--- config.mk ---
export PLATFORM = sky130hd
export DESIGN_NAME = http_chunked_body_deframer_top_flat
export DESIGN_NICKNAME = d
export VERILOG_FILES = /design/src/design/chkdf_pkg.sv /design/src/design/chkdf_if.sv /design/src/design/chkdf_in_stage.sv /design/src/design/chkdf_parser.sv /design/src/design/chkdf_out_stage.sv /design/src/design/http_chunked_body_deframer_top.sv /design/src/flat_wrapper.sv
export SDC_FILE = /design/constraint.sdc
export NUM_CORES = 1
export LEC_CHECK = 0
export BUFFER_PORTS_ARGS = -buffer_cell sky130_fd_sc_hd__buf_2
export CAP_MARGIN = 20
export CORE_ASPECT_RATIO = 0.7
export CORE_MARGIN = 2
export CORE_UTILIZATION = 35
export DETAILED_ROUTE_END_ITERATION = 10
export GPL_TIMING_DRIVEN = 0
export PLACE_DENSITY = 0.48
export SETUP_SLACK_MARGIN = 0.4
export SLEW_MARGIN = 20
export SYNTH_ARGS = -nofsm -noshare
export SYNTH_HDL_FRONTEND = slang
export SYNTH_SLANG_ARGS = --single-unit
--- constraint.sdc ---
create_clock -name i_clk -period 7.8 [get_ports i_clk]
set_clock_uncertainty 0.1 [all_clocks]
set_input_delay 0.78 -clock i_clk [delete_from_list [all_inputs] [get_ports i_clk]]
set_output_delay 0.78 -clock i_clk [all_outputs]
set_load 0.005 [all_outputs]
--- src/design/chkdf_pkg.sv ---
// Shared types, constants and helper functions for the chunked body deframer.
package chkdf_pkg;

    // Width of the chunk length counters.
    localparam int LENGTH_BITS = 24;
    localparam logic [LENGTH_BITS-1:0] LEN_MAX = '1;

    // Character codes used by the parser.
    localparam logic [7:0] ASCII_TAB = 8'h09;
    localparam logic [7:0] ASCII_LF  = 8'h0A;
    localparam logic [7:0] ASCII_CR  = 8'h0D;
    localparam logic [7:0] ASCII_SP  = 8'h20;
    localparam logic [7:0] ASCII_0   = 8'h30;
    localparam logic [7:0] ASCII_9   = 8'h39;
    localparam logic [7:0] ASCII_UA  = 8'h41;
    localparam logic [7:0] ASCII_UF  = 8'h46;
    localparam logic [7:0] ASCII_LA  = 8'h61;
    localparam logic [7:0] ASCII_LFC = 8'h66;

    // Matched header terminator prefix length that completes CR LF CR LF.
    localparam logic [1:0] TERM_LAST = 2'd3;
    // Bytes skipped after the data of each chunk.
    localparam logic [1:0] TAIL_SKIP = 2'd2;

    typedef enum logic [2:0] {
        PH_HEADER,
        PH_LENGTH,
        PH_SKIPHEAD,
        PH_BODY,
        PH_SKIPTAIL,
        PH_DONE
    } t_phase;

    typedef enum logic [1:0] {
        OUT_ZERO  = 2'd0,
        OUT_BAD   = 2'd1,
        OUT_NOHDR = 2'd2,
        OUT_TRUNC = 2'd3
    } t_outcome;

    // One input request.
    typedef struct packed {
        logic [7:0] byte_value;
        logic       buffer_end;
    } t_in_item;

    // One result request.
    typedef struct packed {
        logic [7:0] body_byte;
        logic       byte_valid;
        logic       chunk_end;
        logic       stream_end;
        t_outcome   outcome;
    } t_result;

    typedef struct packed {
        logic       ok;
        logic [3:0] val;
    } t_hex;

    // Decode one hex digit in either case.
    function automatic t_hex hex_digit(input logic [7:0] b);
        t_hex h;
        h.ok  = 1'b0;
        h.val = 4'd0;
        if (b >= ASCII_0 && b <= ASCII_9) begin
            h.ok  = 1'b1;
            h.val = b[3:0];
        end else if ((b >= ASCII_LA && b <= ASCII_LFC) || (b >= ASCII_UA && b <= ASCII_UF)) begin
            h.ok  = 1'b1;
            h.val = b[3:0] + 4'd9;
        end
        return h;
    endfunction

    // Space, TAB, LF, VT, FF or CR.
    function automatic logic is_space(input logic [7:0] b);
        return (b == ASCII_SP) || (b >= ASCII_TAB && b <= ASCII_CR);
    endfunction

endpackage

--- src/design/chkdf_if.sv ---
// Valid/ready channel interfaces for the deframer's input bytes and results.
interface chkdf_in_if;
    logic       valid;
    logic       ready;
    logic [7:0] byte_value;
    logic       buffer_end;

    modport source (output valid, output byte_value, output buffer_end, input ready);
    modport sink (input valid, input byte_value, input buffer_end, output ready);
endinterface

interface chkdf_out_if;
    logic       valid;
    logic       ready;
    logic [7:0] body_byte;
    logic       byte_valid;
    logic       chunk_end;
    logic       stream_end;
    logic [1:0] outcome;

    modport source (output valid, output body_byte, output byte_valid, output chunk_end,
                    output stream_end, output outcome, input ready);
    modport sink (input valid, input body_byte, input byte_valid, input chunk_end,
                  input stream_end, input outcome, output ready);
endinterface

--- src/design/chkdf_in_stage.sv ---
// Input register stage: captures one byte request and holds it until the parser takes it.
module chkdf_in_stage
    import chkdf_pkg::*;
(
    input  logic     i_clk,
    input  logic     i_rst_n,
    input  logic     i_valid,
    input  t_in_item i_item,
    output logic     o_ready,
    input  logic     i_take,
    output logic     o_valid,
    output t_in_item o_item
);

    logic     r_valid;
    t_in_item r_item;
    logic     s_load;

    // The slot frees up in the same cycle the parser consumes it.
    assign o_ready = !r_valid || i_take;
    assign s_load  = i_valid && o_ready;

    // Occupancy flag.
    always_ff @(posedge i_clk) begin
        if (!i_rst_n) begin
            r_valid <= 1'b0;
        end else if (s_load) begin
            r_valid <= 1'b1;
        end else if (i_take) begin
            r_valid <= 1'b0;
        end
    end

    // Payload register.
    always_ff @(posedge i_clk) begin
        if (s_load) begin
            r_item <= i_item;
        end
    end

    assign o_valid = r_valid;
    assign o_item  = r_item;

endmodule

--- src/design/chkdf_parser.sv ---
// Per-byte parser: header hunt, chunk length decode, body pass-through and outcome.
module chkdf_parser
    import chkdf_pkg::*;
(
    input  logic     i_clk,
    input  logic     i_rst_n,
    input  logic     i_valid,
    input  t_in_item i_item,
    input  logic     i_out_room,
    output logic     o_take,
    output logic     o_res_valid,
    output t_result  o_res
);

    t_phase                 r_phase, n_phase;
    logic [1:0]             r_match, n_match;
    logic [LENGTH_BITS-1:0] r_acc, n_acc;
    logic                   r_digits, n_digits;
    logic [LENGTH_BITS-1:0] r_remain, n_remain;
    t_outcome               r_final, n_final;

    logic                   s_data;
    logic                   s_cend;
    logic                   s_produce;
    t_outcome               s_code;
    t_hex                   s_hex;
    logic [7:0]             s_b;
    logic [LENGTH_BITS-1:0] s_dec;
    logic [1:0]             s_mdec;

    assign s_b   = i_item.byte_value;
    assign s_hex = hex_digit(s_b);

    // An item that yields a result waits for space in the result register.
    assign s_produce   = s_data || i_item.buffer_end;
    assign o_take      = i_valid && (i_out_room || !s_produce);
    assign o_res_valid = o_take && s_produce;

    // State register.
    always_ff @(posedge i_clk) begin
        if (!i_rst_n) begin
            r_phase  <= PH_HEADER;
            r_match  <= 2'd0;
            r_acc    <= '0;
            r_digits <= 1'b0;
            r_remain <= '0;
            r_final  <= OUT_ZERO;
        end else if (o_take) begin
            r_phase  <= n_phase;
            r_match  <= n_match;
            r_acc    <= n_acc;
            r_digits <= n_digits;
            r_remain <= n_remain;
            r_final  <= n_final;
        end
    end

    // Next state and result for the byte in the input register.
    always_comb begin
        n_phase  = r_phase;
        n_match  = r_match;
        n_acc    = r_acc;
        n_digits = r_digits;
        n_remain = r_remain;
        n_final  = r_final;
        s_data   = 1'b0;
        s_cend   = 1'b0;
        s_code   = OUT_ZERO;
        s_dec    = (r_remain != '0) ? r_remain - 1'b1 : '0;
        s_mdec   = (r_match != 2'd0) ? r_match - 2'd1 : 2'd0;

        case (r_phase)
            PH_HEADER: begin
                if (s_b == (r_match[0] ? ASCII_LF : ASCII_CR)) begin
                    if (r_match == TERM_LAST) begin
                        n_match  = 2'd0;
                        n_acc    = '0;
                        n_digits = 1'b0;
                        n_phase  = PH_LENGTH;
                    end else begin
                        n_match = r_match + 2'd1;
                    end
                end else begin
                    n_match = (s_b == ASCII_CR) ? 2'd1 : 2'd0;
                end
            end
            PH_LENGTH: begin
                if (s_hex.ok) begin
                    // Saturate once any of the top nibble would shift out.
                    n_acc    = (|r_acc[LENGTH_BITS-1 -: 4]) ? LEN_MAX
                             : {r_acc[LENGTH_BITS-5:0], s_hex.val};
                    n_digits = 1'b1;
                end else if (is_space(s_b) && !r_digits) begin
                    n_phase = PH_LENGTH;
                end else if (!r_digits) begin
                    n_phase = PH_DONE;
                    n_final = OUT_BAD;
                end else if (r_acc == '0) begin
                    n_phase = PH_DONE;
                    n_final = OUT_ZERO;
                end else begin
                    n_phase = PH_SKIPHEAD;
                end
            end
            PH_SKIPHEAD: begin
                n_remain = r_acc;
                n_phase  = PH_BODY;
            end
            PH_BODY: begin
                s_data   = 1'b1;
                n_remain = s_dec;
                if (s_dec == '0) begin
                    s_cend  = 1'b1;
                    n_match = TAIL_SKIP;
                    n_phase = PH_SKIPTAIL;
                end
            end
            PH_SKIPTAIL: begin
                n_match = s_mdec;
                if (s_mdec == 2'd0) begin
                    n_acc    = '0;
                    n_digits = 1'b0;
                    n_phase  = PH_LENGTH;
                end
            end
            default: begin
                n_phase = r_phase;
            end
        endcase

        // Outcome reported on the buffer's final byte, then back to header search.
        if (i_item.buffer_end) begin
            case (n_phase)
                PH_HEADER: s_code = OUT_NOHDR;
                PH_LENGTH: begin
                    if (!n_digits) begin
                        s_code = OUT_BAD;
                    end else if (n_acc == '0) begin
                        s_code = OUT_ZERO;
                    end else begin
                        s_code = OUT_TRUNC;
                    end
                end
                PH_DONE: s_code = n_final;
                default: s_code = OUT_TRUNC;
            endcase
            n_phase  = PH_HEADER;
            n_match  = 2'd0;
            n_acc    = '0;
            n_digits = 1'b0;
            n_remain = '0;
            n_final  = OUT_ZERO;
        end
    end

    // Result fields.
    always_comb begin
        o_res.body_byte  = s_data ? s_b : 8'd0;
        o_res.byte_valid = s_data;
        o_res.chunk_end  = s_cend;
        o_res.stream_end = i_item.buffer_end;
        o_res.outcome    = s_code;
    end

endmodule

--- src/design/chkdf_out_stage.sv ---
// Result register stage: holds one result request until the downstream side takes it.
module chkdf_out_stage
    import chkdf_pkg::*;
(
    input  logic    i_clk,
    input  logic    i_rst_n,
    input  logic    i_load,
    input  t_result i_res,
    output logic    o_room,
    output logic    o_valid,
    output t_result o_res,
    input  logic    i_ready
);

    logic    r_valid;
    t_result r_res;

    // Room when empty or when the held result leaves this cycle.
    assign o_room = !r_valid || i_ready;

    // Occupancy flag.
    always_ff @(posedge i_clk) begin
        if (!i_rst_n) begin
            r_valid <= 1'b0;
        end else if (i_load) begin
            r_valid <= 1'b1;
        end else if (i_ready) begin
            r_valid <= 1'b0;
        end
    end

    // Payload register.
    always_ff @(posedge i_clk) begin
        if (i_load) begin
            r_res <= i_res;
        end
    end

    assign o_valid = r_valid;
    assign o_res   = r_res;

endmodule

--- src/design/http_chunked_body_deframer_top.sv ---
// A byte accepted into the input register is parsed from there, and its result is held in the result register.
// Throughput: one byte per cycle; the per-byte parse step is a single pass between the
// input register and the result register, so the only stalls come from output backpressure.
// Bytes that yield no result are consumed without taking a result slot.
// Reset (synchronous, active low) empties both registers and returns the parser to
// header search with a cleared length, count and outcome.
module http_chunked_body_deframer_top
    import chkdf_pkg::*;
(
    input  logic        i_clk,
    input  logic        i_rst_n,
    chkdf_in_if.sink    i_in,
    chkdf_out_if.source o_out
);

    t_in_item s_in_item;
    t_in_item s_pend_item;
    logic     s_pend_valid;
    logic     s_take;
    logic     s_res_valid;
    t_result  s_res;
    logic     s_out_room;
    logic     s_out_valid;
    t_result  s_out_res;

    assign s_in_item.byte_value = i_in.byte_value;
    assign s_in_item.buffer_end = i_in.buffer_end;

    // Input register.
    chkdf_in_stage u_in_stage (
        .i_clk   (i_clk),
        .i_rst_n (i_rst_n),
        .i_valid (i_in.valid),
        .i_item  (s_in_item),
        .o_ready (i_in.ready),
        .i_take  (s_take),
        .o_valid (s_pend_valid),
        .o_item  (s_pend_item)
    );

    // Parse step.
    chkdf_parser u_parser (
        .i_clk       (i_clk),
        .i_rst_n     (i_rst_n),
        .i_valid     (s_pend_valid),
        .i_item      (s_pend_item),
        .i_out_room  (s_out_room),
        .o_take      (s_take),
        .o_res_valid (s_res_valid),
        .o_res       (s_res)
    );

    // Result register.
    chkdf_out_stage u_out_stage (
        .i_clk   (i_clk),
        .i_rst_n (i_rst_n),
        .i_load  (s_res_valid),
        .i_res   (s_res),
        .o_room  (s_out_room),
        .o_valid (s_out_valid),
        .o_res   (s_out_res),
        .i_ready (o_out.ready)
    );

    assign o_out.valid      = s_out_valid;
    assign o_out.body_byte  = s_out_res.body_byte;
    assign o_out.byte_valid = s_out_res.byte_valid;
    assign o_out.chunk_end  = s_out_res.chunk_end;
    assign o_out.stream_end = s_out_res.stream_end;
    assign o_out.outcome    = s_out_res.outcome;

    // A result is only produced when the result register can take it.
    a_res_room: assert property (@(posedge i_clk) disable iff (!i_rst_n)
        s_res_valid |-> s_out_room)
        else $error("result produced with no room in the result register");

    // Every presented result carries a data byte or the end of the buffer.
    a_res_kind: assert property (@(posedge i_clk) disable iff (!i_rst_n)
        o_out.valid |-> (o_out.byte_valid || o_out.stream_end))
        else $error("empty result presented");

    // A chunk end mark only rides on a data byte.
    a_cend_data: assert property (@(posedge i_clk) disable iff (!i_rst_n)
        (o_out.valid && o_out.chunk_end) |-> o_out.byte_valid)
        else $error("chunk end without a data byte");

    // The outcome field stays zero except on the buffer's final result.
    a_outcome_end: assert property (@(posedge i_clk) disable iff (!i_rst_n)
        (o_out.valid && !o_out.stream_end) |-> (o_out.outcome == OUT_ZERO))
        else $error("outcome reported before the end of the buffer");

endmodule
--- src/flat_wrapper.sv ---
// flat-port wrapper written by rule: the top's interface ports become plain ports
module http_chunked_body_deframer_top_flat import chkdf_pkg::*;
  (i_clk, i_rst_n, i_in_valid, i_in_byte_value, i_in_buffer_end, i_in_ready, o_out_valid, o_out_body_byte, o_out_byte_valid, o_out_chunk_end, o_out_stream_end, o_out_outcome, o_out_ready);
  chkdf_in_if i_in_i ();
  chkdf_out_if o_out_i ();
  input  logic i_clk;
  input  logic i_rst_n;
  input wire logic [$bits(i_in_i.valid)-1:0] i_in_valid;
  input wire logic [$bits(i_in_i.byte_value)-1:0] i_in_byte_value;
  input wire logic [$bits(i_in_i.buffer_end)-1:0] i_in_buffer_end;
  output wire logic [$bits(i_in_i.ready)-1:0] i_in_ready;
  output wire logic [$bits(o_out_i.valid)-1:0] o_out_valid;
  output wire logic [$bits(o_out_i.body_byte)-1:0] o_out_body_byte;
  output wire logic [$bits(o_out_i.byte_valid)-1:0] o_out_byte_valid;
  output wire logic [$bits(o_out_i.chunk_end)-1:0] o_out_chunk_end;
  output wire logic [$bits(o_out_i.stream_end)-1:0] o_out_stream_end;
  output wire logic [$bits(o_out_i.outcome)-1:0] o_out_outcome;
  input wire logic [$bits(o_out_i.ready)-1:0] o_out_ready;
  assign i_in_i.valid = i_in_valid;
  assign i_in_i.byte_value = i_in_byte_value;
  assign i_in_i.buffer_end = i_in_buffer_end;
  assign i_in_ready = i_in_i.ready;
  assign o_out_valid = o_out_i.valid;
  assign o_out_body_byte = o_out_i.body_byte;
  assign o_out_byte_valid = o_out_i.byte_valid;
  assign o_out_chunk_end = o_out_i.chunk_end;
  assign o_out_stream_end = o_out_i.stream_end;
  assign o_out_outcome = o_out_i.outcome;
  assign o_out_i.ready = o_out_ready;
  http_chunked_body_deframer_top u_core (.i_clk(i_clk), .i_rst_n(i_rst_n), .i_in(i_in_i), .o_out(o_out_i));
endmodule
==> results.json, run 1 <==
{
  "status": "finished clean",
  "yosys.area.top_type": "dfxtp_1",
  "cp_top_family": "compound AO/OA/AOI/OAI gates",
  "cp.arrival_ps": 4210,
  "wl_um": 15810,
  "setup_tns_ps": 0,
  "power_frac_seq": 0.467,
  "core-area_mm2": 0.01392,
  "antenna_found_initial": 0,
  "cp-end-kind": "flip-flop",
  "fin_util": 0.4066,
  "cts_max_level": 3,
  "syn_inst": 588,
  "cts_tree": "done",
  "worstPathMaxFanout": 10,
  "layout-drive-gt1-share": 0.09524,
  "clock_sinks": 80,
  "critPathKind": "reg2reg",
  "place_congestion": 0.8840,
  "fin_crit_ps": 4242,
  "wl_per_cell_um": 19.29,
  "syn2layout_area_growth_pct": 13.84,
  "ant_nets": 0,
  "cp-start-kind": "flip-flop",
  "syn_avg_cell_area_um2": 8.454,
  "r2r_start": "u_core.u_in_stage.o_item[1]$_DFFE_PP_",
  "crit_chain": "inv_1 > ha_1 > o21bai_1 > a21oi_1 > o21ba_1 > clkbuf_1 > clkbuf_1 > o31ai_1 > a2bb2oi_1 > nor4_1 > nand4_1 > nor3_1 > o32ai_1",
  "start_util": 0.3572,
  "rr_worst_depth": 13,
  "synth_top_area_share": 0.2336,
  "p_int_uw": 726.6,
  "cp_slowest_cell": "edfxtp_1",
  "grt_max_degree": 15,
  "swShare": 0.2207,
  "async_flop_share": 0,
  "synth_top_family_by_area": "simple AND/OR/NAND/NOR gates",
  "port_buffers": 26,
  "path_depth": 13,
  "powerDensity_mw_per_mm2": 164.7,
  "syn_area_mm2": 0.004971,
  "fmax_ghz": 0.2357,
  "cts_setup_buffers": 0,
  "seq_area_frac_synth": 0.3665,
  "synth_mux_area_frac": 0.004027,
  "diodes": 0,
  "hp-class": "reg2reg",
  "track_usage": 0.2082,
  "grt_pass1_wl_um": 24740,
  "synth_edf_count": 22,
  "ir_drop_mv": 0.1107,
  "io_pins": 28,
  "via_per_inst": 5.882,
  "drc": 0,
  "clk_latency_ps": 340,
  "cpMostUsedCell": "clkbuf_1",
  "grt_pass1_vias": 4299,
  "cts_resized": 0,
  "yosys.area_share.simple": 0.2663,
  "yosys-top-cells-area": "dfxtp_1, edfxtp_1, a22oi_1",
  "synth.distinct_cells": 67,
  "grt_setup_unrepaired": "false",
  "nets": 647,
  "p_sw_uw": 205.7,
  "hold_viol_final": 0,
  "slew-limit-headroom": 0.2836,
  "p_clk_frac": 0.481,
  "die_x_um": 146.4,
  "yosysWarnings": 0,
  "ys.flop_type": "dfxtp_1",
  "hold_buffers": 0,
  "clk_path_buf_depth": 2,
  "grt_overflow": 0,
  "yosys.area_share.xor_xnor": 0.03348,
  "maxSlewViolCount": 0,
  "clk_pin_slew_ps": 60,
  "cp.required_ps": 7770,
  "setup_violations": 0,
  "drv_cap": 0,
  "dp_hpwl_um": 11860,
  "first_iter_violations": 621,
  "synth_fa_ha_area_frac": 0.02265,
  "syn-num-nets": 610,
  "power_leakage_uw": 0.002032,
  "cp_num_buf_inv": 3,
  "cp_slowest_stage_delay_ps": 510,
  "die_h_um": 103.7,
  "die_area_mm2": 0.01519,
  "synth_compound_area_frac": 0.2623,
  "drtPass1Iterations": 6,
  "synth-seq-cells": 80,
  "crit_end": "u_core.u_out_stage.o_res[0]$_SDFFCE_PN0P_",
  "finalCritPeriodShare": 0.5439,
  "pwr-share-comb": 0.052,
  "vias": 4823,
  "rr_endpoint": "u_core.u_out_stage.o_res[0]$_SDFFCE_PN0P_",
  "total_power_uw": 932.3,
  "tightest_slew_ps": 1065,
  "cp-startpoint": "u_core.u_in_stage.o_item[1]$_DFFE_PP_",
  "cts_made_buffers": 9,
  "clockRootBuffer": "clkbuf_16",
  "num_rows": 36,
  "ff2ff_setup_slack_ps": 3560
}
==> power by group through the flow <==
stage                     Clock, uW  Sequential [uW]  Combinational [uW]
final                           449              435                48.4
after global routing            477              436                52.5
after global placement            0              444                47.1
after CTS                       458              435                47.8
after floorplan                   0              443                31.0
after detailed placement          0              444                47.7
==> synthesized netlist by cell type, drive strengths merged, types with 2 or more instances <==
master and count:
nor4bb 2, a21oi 23, nand2 64, o21a 4, a22oi 49, o21bai 2, ha 9, nor4b 3
nand3 12, a2bb2oi 19, nor3 15, or3 3, a211oi 2, inv 13, a32o 2, nand2b 6
or4 3, o2111ai 2, o21ai 29, buf 6, clkbuf 35, and3 8, dfxtp 58, nand4 9
a21boi 3, and2 4, mux2i 2, nor4 20, nor3b 2, nor2b 58, xnor2 9, o31ai 28
a41oi 2, edfxtp 22, a31oi 2, xor2 10, nor2 29
==> cell families (layout without fill, tap and decap cells) <==
group	after synthesis	in the layout
and+or+nand+nor	243	243
buffers and inverters	55	97
adders and majority gates	9	9
AOI/OAI and AO/OA	180	180
muxes	2	2
xor gates and xnor gates	19	19
DFF	80	80
==> cells in the final DEF (no fill, tap or decap), types with 22 or more instances in the layout <==
master / synthesis / final
nand2_1: 64 / 64
nor2b_1: 58 / 58
dfxtp_1: 58 / 58
a22oi_1: 49 / 49
clkbuf_1: 35 / 36
buf_2: 4 / 30
nor2_1: 29 / 29
o31ai_1: 28 / 28
o21ai_0: 22 / 22
edfxtp_1: 22 / 22
==> sequential cells by signal (all words and copies together), names as in the netlist, 2 cells and up <==
name                      cells
u_core.u_parser.r_match       2
u_core.u_parser.r_final       2
u_core.u_parser.r_remain     24
u_core.u_parser.r_phase       3
u_core.u_parser.r_acc        24
u_core.u_out_stage.o_res     13
u_core.u_in_stage.o_item      9
==> worst reg2reg max path: stages (launching register included) <==
cell and delay (ps):
edfxtp_1 510, inv_1 270, ha_1 270, o21bai_1 100
a21oi_1 370, o21ba_1 200, clkbuf_1 230, clkbuf_1 320
o31ai_1 340, a2bb2oi_1 130, nor4_1 330, nand4_1 310
nor3_1 310, o32ai_1 160
==> worst min-delay path by stage <==
| stage | end | slack, ps | cells past startpoint | start |
|---|---|---|---|---|
| floorplan | u_core.u_parser.r_final[1]$_SDFFE_PN0P_ | 310 | 2 | u_core.u_parser.r_final[1]$_SDFFE_PN0P_ |
| global placement | u_core.u_parser.r_final[1]$_SDFFE_PN0P_ | 360 | 2 | u_core.u_parser.r_final[1]$_SDFFE_PN0P_ |
| detailed placement | u_core.u_parser.r_final[1]$_SDFFE_PN0P_ | 350 | 2 | u_core.u_parser.r_final[1]$_SDFFE_PN0P_ |
| CTS | u_core.u_parser.r_final[1]$_SDFFE_PN0P_ | 360 | 2 | u_core.u_parser.r_final[1]$_SDFFE_PN0P_ |
| global route | u_core.u_parser.r_final[1]$_SDFFE_PN0P_ | 380 | 2 | u_core.u_parser.r_final[1]$_SDFFE_PN0P_ |
| finish | u_core.u_parser.r_final[1]$_SDFFE_PN0P_ | 370 | 2 | u_core.u_parser.r_final[1]$_SDFFE_PN0P_ |
==> per-stage QoR <==
step | std cells | hold WS [ps] | area [um^2] | worst slack (ps)
floorplan | 588 | 314.9 | 4971 | 4681
global placement | 804 | 355.2 | 5339 | 3737
detailed placement | 804 | 347.8 | 5343 | 3756
CTS | 820 | 357.2 | 5655 | 3726
global route | 820 | 382.7 | 5659 | 3378
finish | 820 | 371.0 | 5659 | 3558
==> cell type report <==
| type | instances | area, um^2 |
|---|---|---|
| tap | 190 | 237.7 |
| sequential | 80 | 1822 |
| fill | 1419 | 8259 |
| timing repair buffer | 26 | 130.1 |
| multi-input combinational | 453 | 2934 |
| clock buffer | 10 | 229.0 |
| clock inverter | 6 | 83.83 |
| buffer | 41 | 170.2 |
| inverter | 14 | 52.55 |
==> per-layer routing <==
metal	track usage	share of wire	vias up	routed length, um
met5	0	0	-	0
met4	0.04022	0.012	0	191
met3	0.05110	0.089	21	1408
met2	0.2645	0.37	215	5892
met1	0.3429	0.53	2323	8322
li1	-	-	2264	-
Note: power is estimated with default switching activity, not from simulation.
==> inputs of run 2 (changes only) <==
- ABC_AREA: not set -> 1
- PLACE_DENSITY: 0.48 -> 0.47
- clock period: 7.8 -> 4 ns (I/O delays scaled with it)
==> results.json, run 2 <==
{
  "die_area_mm2": 0.01665,
  "fin_crit_ps": 3308,
  "cp-end-kind": "flip-flop",
  "syn-num-nets": 891,
  "port_buffers": 27,
  "clock_sinks": 80,
  "syn_avg_cell_area_um2": 6.291,
  "place_congestion": 0.9385,
  "setup_violations": 0,
  "yosys-top-cells-area": "dfxtp_1, nand2_1, edfxtp_1",
  "fmax_ghz": 0.3023,
  "wl_um": 18370,
  "syn_inst": 869,
  "nets": 932,
  "hold_path_end": "u_core.u_in_stage.o_item[8]$_DFFE_PP_",
  "synthTopCellsByCount": "nand2_1, nand3_1, nor2_1, inv_1, a21oi_1",
  "first_iter_violations": 595,
  "synth_edf_count": 22,
  "yosysWarnings": 0,
  "hp-class": "in2reg",
  "rr_endpoint": "u_core.u_out_stage.o_res[0]$_SDFFCE_PN0P_",
  "r2r_start": "u_core.u_in_stage.o_item[1]$_DFFE_PP_",
  "syn2layout_area_growth_pct": 12.50,
  "cts_max_level": 3,
  "tightest_slew_ps": 665.0,
  "clockRootBuffer": "clkbuf_16",
  "clk_latency_ps": 350,
  "slew-limit-headroom": 0.5550,
  "cp_num_buf_inv": 3,
  "io_pins": 28,
  "placed_area_mm2": 0.005852,
  "clk_path_buf_depth": 2,
  "track_usage": 0.2278,
  "hold_viol_final": 0,
  "ys.flop_type": "dfxtp_1",
  "drv_cap": 0,
  "antenna_found_initial": 0,
  "cp.arrival_ps": 3300,
  "total_power_uw": 1724,
  "layout-drive-gt1-share": 0.1148,
  "fillers": 1688,
  "cp.required_ps": 4000,
  "clk_pin_slew_ps": 60,
  "num_rows": 38,
  "crit_chain": "buf_4 > ha_1 > inv_1 > nand3_1 > nand3_2 > nand2_1 > nand2_1 > buf_4 > nand2_1 > nand3_1 > nand2_1 > nor2_1 > nand2_1 > nor2_1 > nand3_1 > nor2_1 > nor2_1 > nor2_1 > nor2_1",
  "regArea_mm2": 0.001822,
  "yosys.cell_count.top_type": "nand2_1",
  "cp-start-kind": "flip-flop",
  "ant_nets": 0,
  "grt_setup_unrepaired": "false",
  "syn_area_mm2": 0.005466,
  "finalWorstSetupSlack_ps": 692.1,
  "layout_common_cells": "nand2_1, nand3_1, nor2_1",
  "grt_pass1_wl_um": 29100,
  "ir_drop_mv": 0.2083,
  "drtPass1Iterations": 5,
  "die_h_um": 108.6,
  "synth.distinct_cells": 37,
  "powerDensity_mw_per_mm2": 280.3,
  "cpMostUsedCell": "nor2_1",
  "rr_worst_depth": 19,
  "ff2ff_setup_slack_ps": 690,
  "grt_max_degree": 15,
  "stdcell_count": 1115,
  "multiInputGateArea_mm2": 0.003112,
  "cp_slowest_cell": "edfxtp_1",
  "async_flop_share": 0,
  "cts_tree": "done",
  "whs_path_depth": 1,
  "final_cell_area_mm2": 0.006150,
  "drc": 0,
  "power_leakage_uw": 0.002730,
  "hold_buffers": 0,
  "setup_tns_ps": 0,
  "yosys.area.top_type": "dfxtp_1",
  "hp-start": "i_in_byte_value[7]",
  "cts_made_buffers": 9,
  "diodes": 0,
  "cp_top_family": "simple AND/OR/NAND/NOR gates",
  "place_inst": 1096,
  "start_util": 0.3549,
  "die_x_um": 153.4,
  "status": "finished clean",
  "via_per_inst": 5.234,
  "core-area_mm2": 0.01540,
  "wl_per_cell_um": 16.47,
  "grt_overflow": 0,
  "critPathKind": "reg2reg",
  "seq_area_frac_synth": 0.3333,
  "grt_pass1_vias": 5123,
  "synth-seq-cells": 80,
  "synth_top_area_share": 0.2124,
  "worstPathMaxFanout": 10,
  "dp_hpwl_um": 14810,
  "maxSlewViolCount": 0,
  "place_ws_ps": 628.1,
  "vias": 5836,
  "final_common_cell": "nand2_1",
  "finalCritPeriodShare": 0.8270,
  "cp_slowest_stage_delay_ps": 470
}
[run 2: area by class of cell]
class                      count  share of cell area
multi-input combinational    662              0.5060
sequential                    80              0.2962
inverter                      92             0.05615
tap                          200             0.04069
clock buffer                   9             0.03662
buffer                        35             0.03093
timing repair buffer          30             0.02564
clock inverter                 7            0.007731
[run 2: metal layers]
layer / vias to the layer above / wire [um] / share of wire / global-route usage
li1: 2920 / - / - / -
met1: 2710 / 10340 / 0.56 / 0.3776
met2: 194 / 6498 / 0.35 / 0.2921
met3: 12 / 1402 / 0.076 / 0.04970
met4: 0 / 130 / 0.0071 / 0.03801
met5: - / 0 / 0 / 0
[run 2: stage by stage]
stage / hold slack [ps] / utilization
2_1_floorplan: 312.6 / -
5_1_grt: 116.0 / 0.3992
4_1_cts: 109.9 / 0.3976
6_report: 121.5 / 0.3992
3_5_place_dp: 340.3 / 0.3799
3_3_place_gp: 326.8 / 0.3799
[run 2: cells by family after synthesis]
| kind of cell | after synthesis | share of synthesized area |
|---|---|---|
| buffers and inverters | 127 | 0.09796 |
| AOI/OAI and AO/OA | 113 | 0.1195 |
| xor gates and xnor gates | 1 | 0.001602 |
| and+or+nand+nor | 539 | 0.4271 |
| adders and majority gates | 9 | 0.02060 |
| DFF | 80 | 0.3333 |
[run 2: power by group]
group | internal [uW] | total [uW] | switching, uW
clock | 419 | 778 | 359
sequential | 839 | 848 | 8.74
combinational | 28.5 | 97.7 | 69.2
[run 2: worst register-to-register path, cell delays in order (launching register included)]
cell and delay, ps:
edfxtp_1 470, buf_4 190, ha_1 210, inv_1 90, nand3_1 120, nand3_2 210, nand2_1 120, nand2_1 200
buf_4 230, nand2_1 80, nand3_1 90, nand2_1 90, nor2_1 110, nand2_1 60, nor2_1 170, nand3_1 160
nor2_1 150, nor2_1 60, nor2_1 100, nor2_1 50
[run 2: repair_timing]
| action | 4_1_cts | 5_1_grt |
|---|---|---|
| setup endpoints to repair | 0 | 2 |
| gates resized for setup | 0 | 2 |
| setup buffers | 0 | 3 |
[run 2: worst max path at each step]
stage | from | end | depth (start not counted)
after floorplan | u_core.u_in_stage.o_item[1]$_DFFE_PP_ | u_core.u_out_stage.o_res[0]$_SDFFCE_PN0P_ | 18
after global placement | u_core.u_in_stage.o_item[1]$_DFFE_PP_ | u_core.u_out_stage.o_res[0]$_SDFFCE_PN0P_ | 19
after detailed placement | u_core.u_in_stage.o_item[1]$_DFFE_PP_ | u_core.u_out_stage.o_res[0]$_SDFFCE_PN0P_ | 18
after CTS | u_core.u_in_stage.o_item[1]$_DFFE_PP_ | u_core.u_out_stage.o_res[0]$_SDFFCE_PN0P_ | 18
after global routing | u_core.u_in_stage.o_item[1]$_DFFE_PP_ | u_core.u_out_stage.o_res[0]$_SDFFCE_PN0P_ | 19
final | u_core.u_in_stage.o_item[1]$_DFFE_PP_ | u_core.u_out_stage.o_res[0]$_SDFFCE_PN0P_ | 19
==> inputs of run 3 (changes only) <==
- clock period: 4 -> 3.5 ns (I/O delays scaled with it)
==> results.json, run 3 (synthesis results as in run 2) <==
{
  "status": "finished clean",
  "dp_hpwl_um": 14810,
  "clk_path_buf_depth": 2,
  "grt_pass1_vias": 5137,
  "die_area_mm2": 0.01665,
  "ant_nets": 0,
  "power_frac_seq": 0.490,
  "crit_chain": "inv_2 > ha_2 > o21ai_1 > nand2_1 > nand2_2 > nand2_2 > buf_6 > buf_6 > nand4_1 > nand2_1 > nand2_1 > nor2_1 > nand2_1 > nor2_4 > nand3_2 > nor2_2 > nor2_1 > nor2_1 > nor2_1",
  "holdWs_ps": 73.60,
  "p_clk_frac": 0.448,
  "grt_max_degree": 15,
  "die_h_um": 108.6,
  "cp-start-kind": "flip-flop",
  "clk_latency_ps": 350,
  "io_pins": 28,
  "cp-end-kind": "flip-flop",
  "whs_path_depth": 1,
  "clock_sinks": 80,
  "crit_end": "u_core.u_out_stage.o_res[0]$_SDFFCE_PN0P_",
  "hp-class": "in2reg",
  "setup_tns_ps": 0,
  "via_per_inst": 5.187,
  "grt_setup_unrepaired": "false",
  "hold_viol_final": 0,
  "slew-limit-headroom": 0.4963,
  "wl_per_cell_um": 16.50,
  "start_util": 0.3549,
  "layout-drive-gt1-share": 0.1367,
  "diodes": 0,
  "setup_violations": 0,
  "powerDensity_mw_per_mm2": 314.9,
  "place_congestion": 0.9385,
  "track_usage": 0.2285,
  "critPathKind": "reg2reg",
  "grt_pass1_wl_um": 29180,
  "power_leakage_uw": 0.002800,
  "clockRootBuffer": "clkbuf_16",
  "pwr-share-comb": 0.062,
  "rr_endpoint": "u_core.u_out_stage.o_res[0]$_SDFFCE_PN0P_",
  "first_iter_violations": 590,
  "p_int_uw": 1477,
  "final_cell_area_mm2": 0.006282,
  "cts_made_buffers": 9,
  "clk_pin_slew_ps": 60,
  "hold_buffers": 0,
  "cp.arrival_ps": 2890,
  "port_buffers": 27,
  "wl_um": 18520,
  "p_sw_uw": 501.5,
  "drtPass1Iterations": 7,
  "worstPathMaxFanout": 10,
  "swShare": 0.2535,
  "cts_max_level": 3,
  "rr_worst_depth": 19,
  "cp.required_ps": 3490,
  "vias": 5820,
  "maxSlewViolCount": 0,
  "antenna_found_initial": 0,
  "layout_common_cells": "nand2_1, nand3_1, nor2_1",
  "fmax_ghz": 0.3447,
  "cts_tree": "done",
  "drv_cap": 0,
  "core-area_mm2": 0.01540,
  "cp_slowest_stage_delay_ps": 440,
  "placed_area_mm2": 0.005852,
  "grt_overflow": 0,
  "cp_slowest_cell": "edfxtp_1",
  "r2r_start": "u_core.u_in_stage.o_item[1]$_DFFE_PP_",
  "die_x_um": 153.4,
  "ir_drop_mv": 0.2356,
  "tightest_slew_ps": 752.8,
  "drc": 0,
  "fin_crit_ps": 2901,
  "syn2layout_area_growth_pct": 14.92,
  "final_common_cell": "nand2_1",
  "nets": 939,
  "ff2ff_setup_slack_ps": 600,
  "finalCritPeriodShare": 0.8290,
  "num_rows": 38,
  "cp-startpoint": "u_core.u_in_stage.o_item[1]$_DFFE_PP_"
}
-- run 3: cell count changes in the layout (fill, tap and decap cells not counted), moves of 3 or more --
cell and change:
nor2_2 +3, buf_2 -3, nand2_1 -4, buf_4 +7
nor2_1 -4, nand3_1 -3
-- run 3: timing repair --
item,in CTS,in global routing
resized for setup,6,22
setup endpoints to repair,2,2
buffers inserted,4,6
pin swaps,0,3
-- run 3: power groups by stage --
stage,registers (uW),clock network (uW),logic [uW]
after floorplan,986,0,69.8
after global placement,990,0,106
after detailed placement,990,0,107
after CTS,968,914,114
after global routing,969,948,136
final,969,887,122
-- run 3: critical path: cells and delay by family, from the launching register on --
| kind | cells | cell delay [ps] |
|---|---|---|
| flip-flops | 1 | 440 |
| AND/OR/NAND/NOR | 14 | 1360 |
| AO/OA/AOI/OAI | 1 | 70 |
| buffers and inverters | 3 | 460 |
| adder cells (fa/ha/maj) | 1 | 220 |
-- run 3: stage by stage --
| step | utilization | total power, uW | instances | setup WS (ps) |
|---|---|---|---|---|
| 6_report | 0.4078 | 1978 | 1122 | 598.6 |
| 5_1_grt | 0.4078 | 2054 | 1122 | 402.6 |
| 4_1_cts | 0.4008 | 1996 | 1116 | 418.6 |
| 3_5_place_dp | 0.3799 | 1097 | 1096 | 128.1 |
| 3_3_place_gp | 0.3799 | 1096 | 1096 | 161.6 |
| 2_1_floorplan | - | 1056 | 869 | 935.6 |
-- run 3: worst min-delay path by stage --
stage,slack (ps),from,to
floorplan,310,u_core.u_parser.r_final[1]$_SDFFE_PN0P_,u_core.u_parser.r_final[1]$_SDFFE_PN0P_
global placement,330,u_core.u_parser.r_final[1]$_SDFFE_PN0P_,u_core.u_parser.r_final[1]$_SDFFE_PN0P_
detailed placement,340,u_core.u_parser.r_final[1]$_SDFFE_PN0P_,u_core.u_parser.r_final[1]$_SDFFE_PN0P_
CTS,60,i_in_byte_value[7],u_core.u_in_stage.o_item[8]$_DFFE_PP_
global route,70,i_in_byte_value[1],u_core.u_in_stage.o_item[2]$_DFFE_PP_
finish,70,i_in_byte_value[7],u_core.u_in_stage.o_item[8]$_DFFE_PP_
-- run 3: final cells by class --
| cell class | instances | area (um^2) |
|---|---|---|
| clock buffers | 9 | 225.2 |
| clock inverters | 7 | 47.55 |
| repair buffers | 37 | 210.2 |
| plain buffers | 35 | 205.2 |
| inverters | 92 | 345.3 |
| flip-flops and latches | 80 | 1822 |
| multi-input cells | 662 | 3177 |
| fillers | 1683 | 9123 |
| well taps | 200 | 250.2 |
-- run 3: per-layer routing --
metal  up-vias  part of all wire  global-route usage
met5         -                 0                   0
met4         0            0.0059             0.03801
met3        10             0.068             0.04970
met2       173              0.36              0.2934
met1      2707              0.57              0.3786
li1       2930                 -                   -
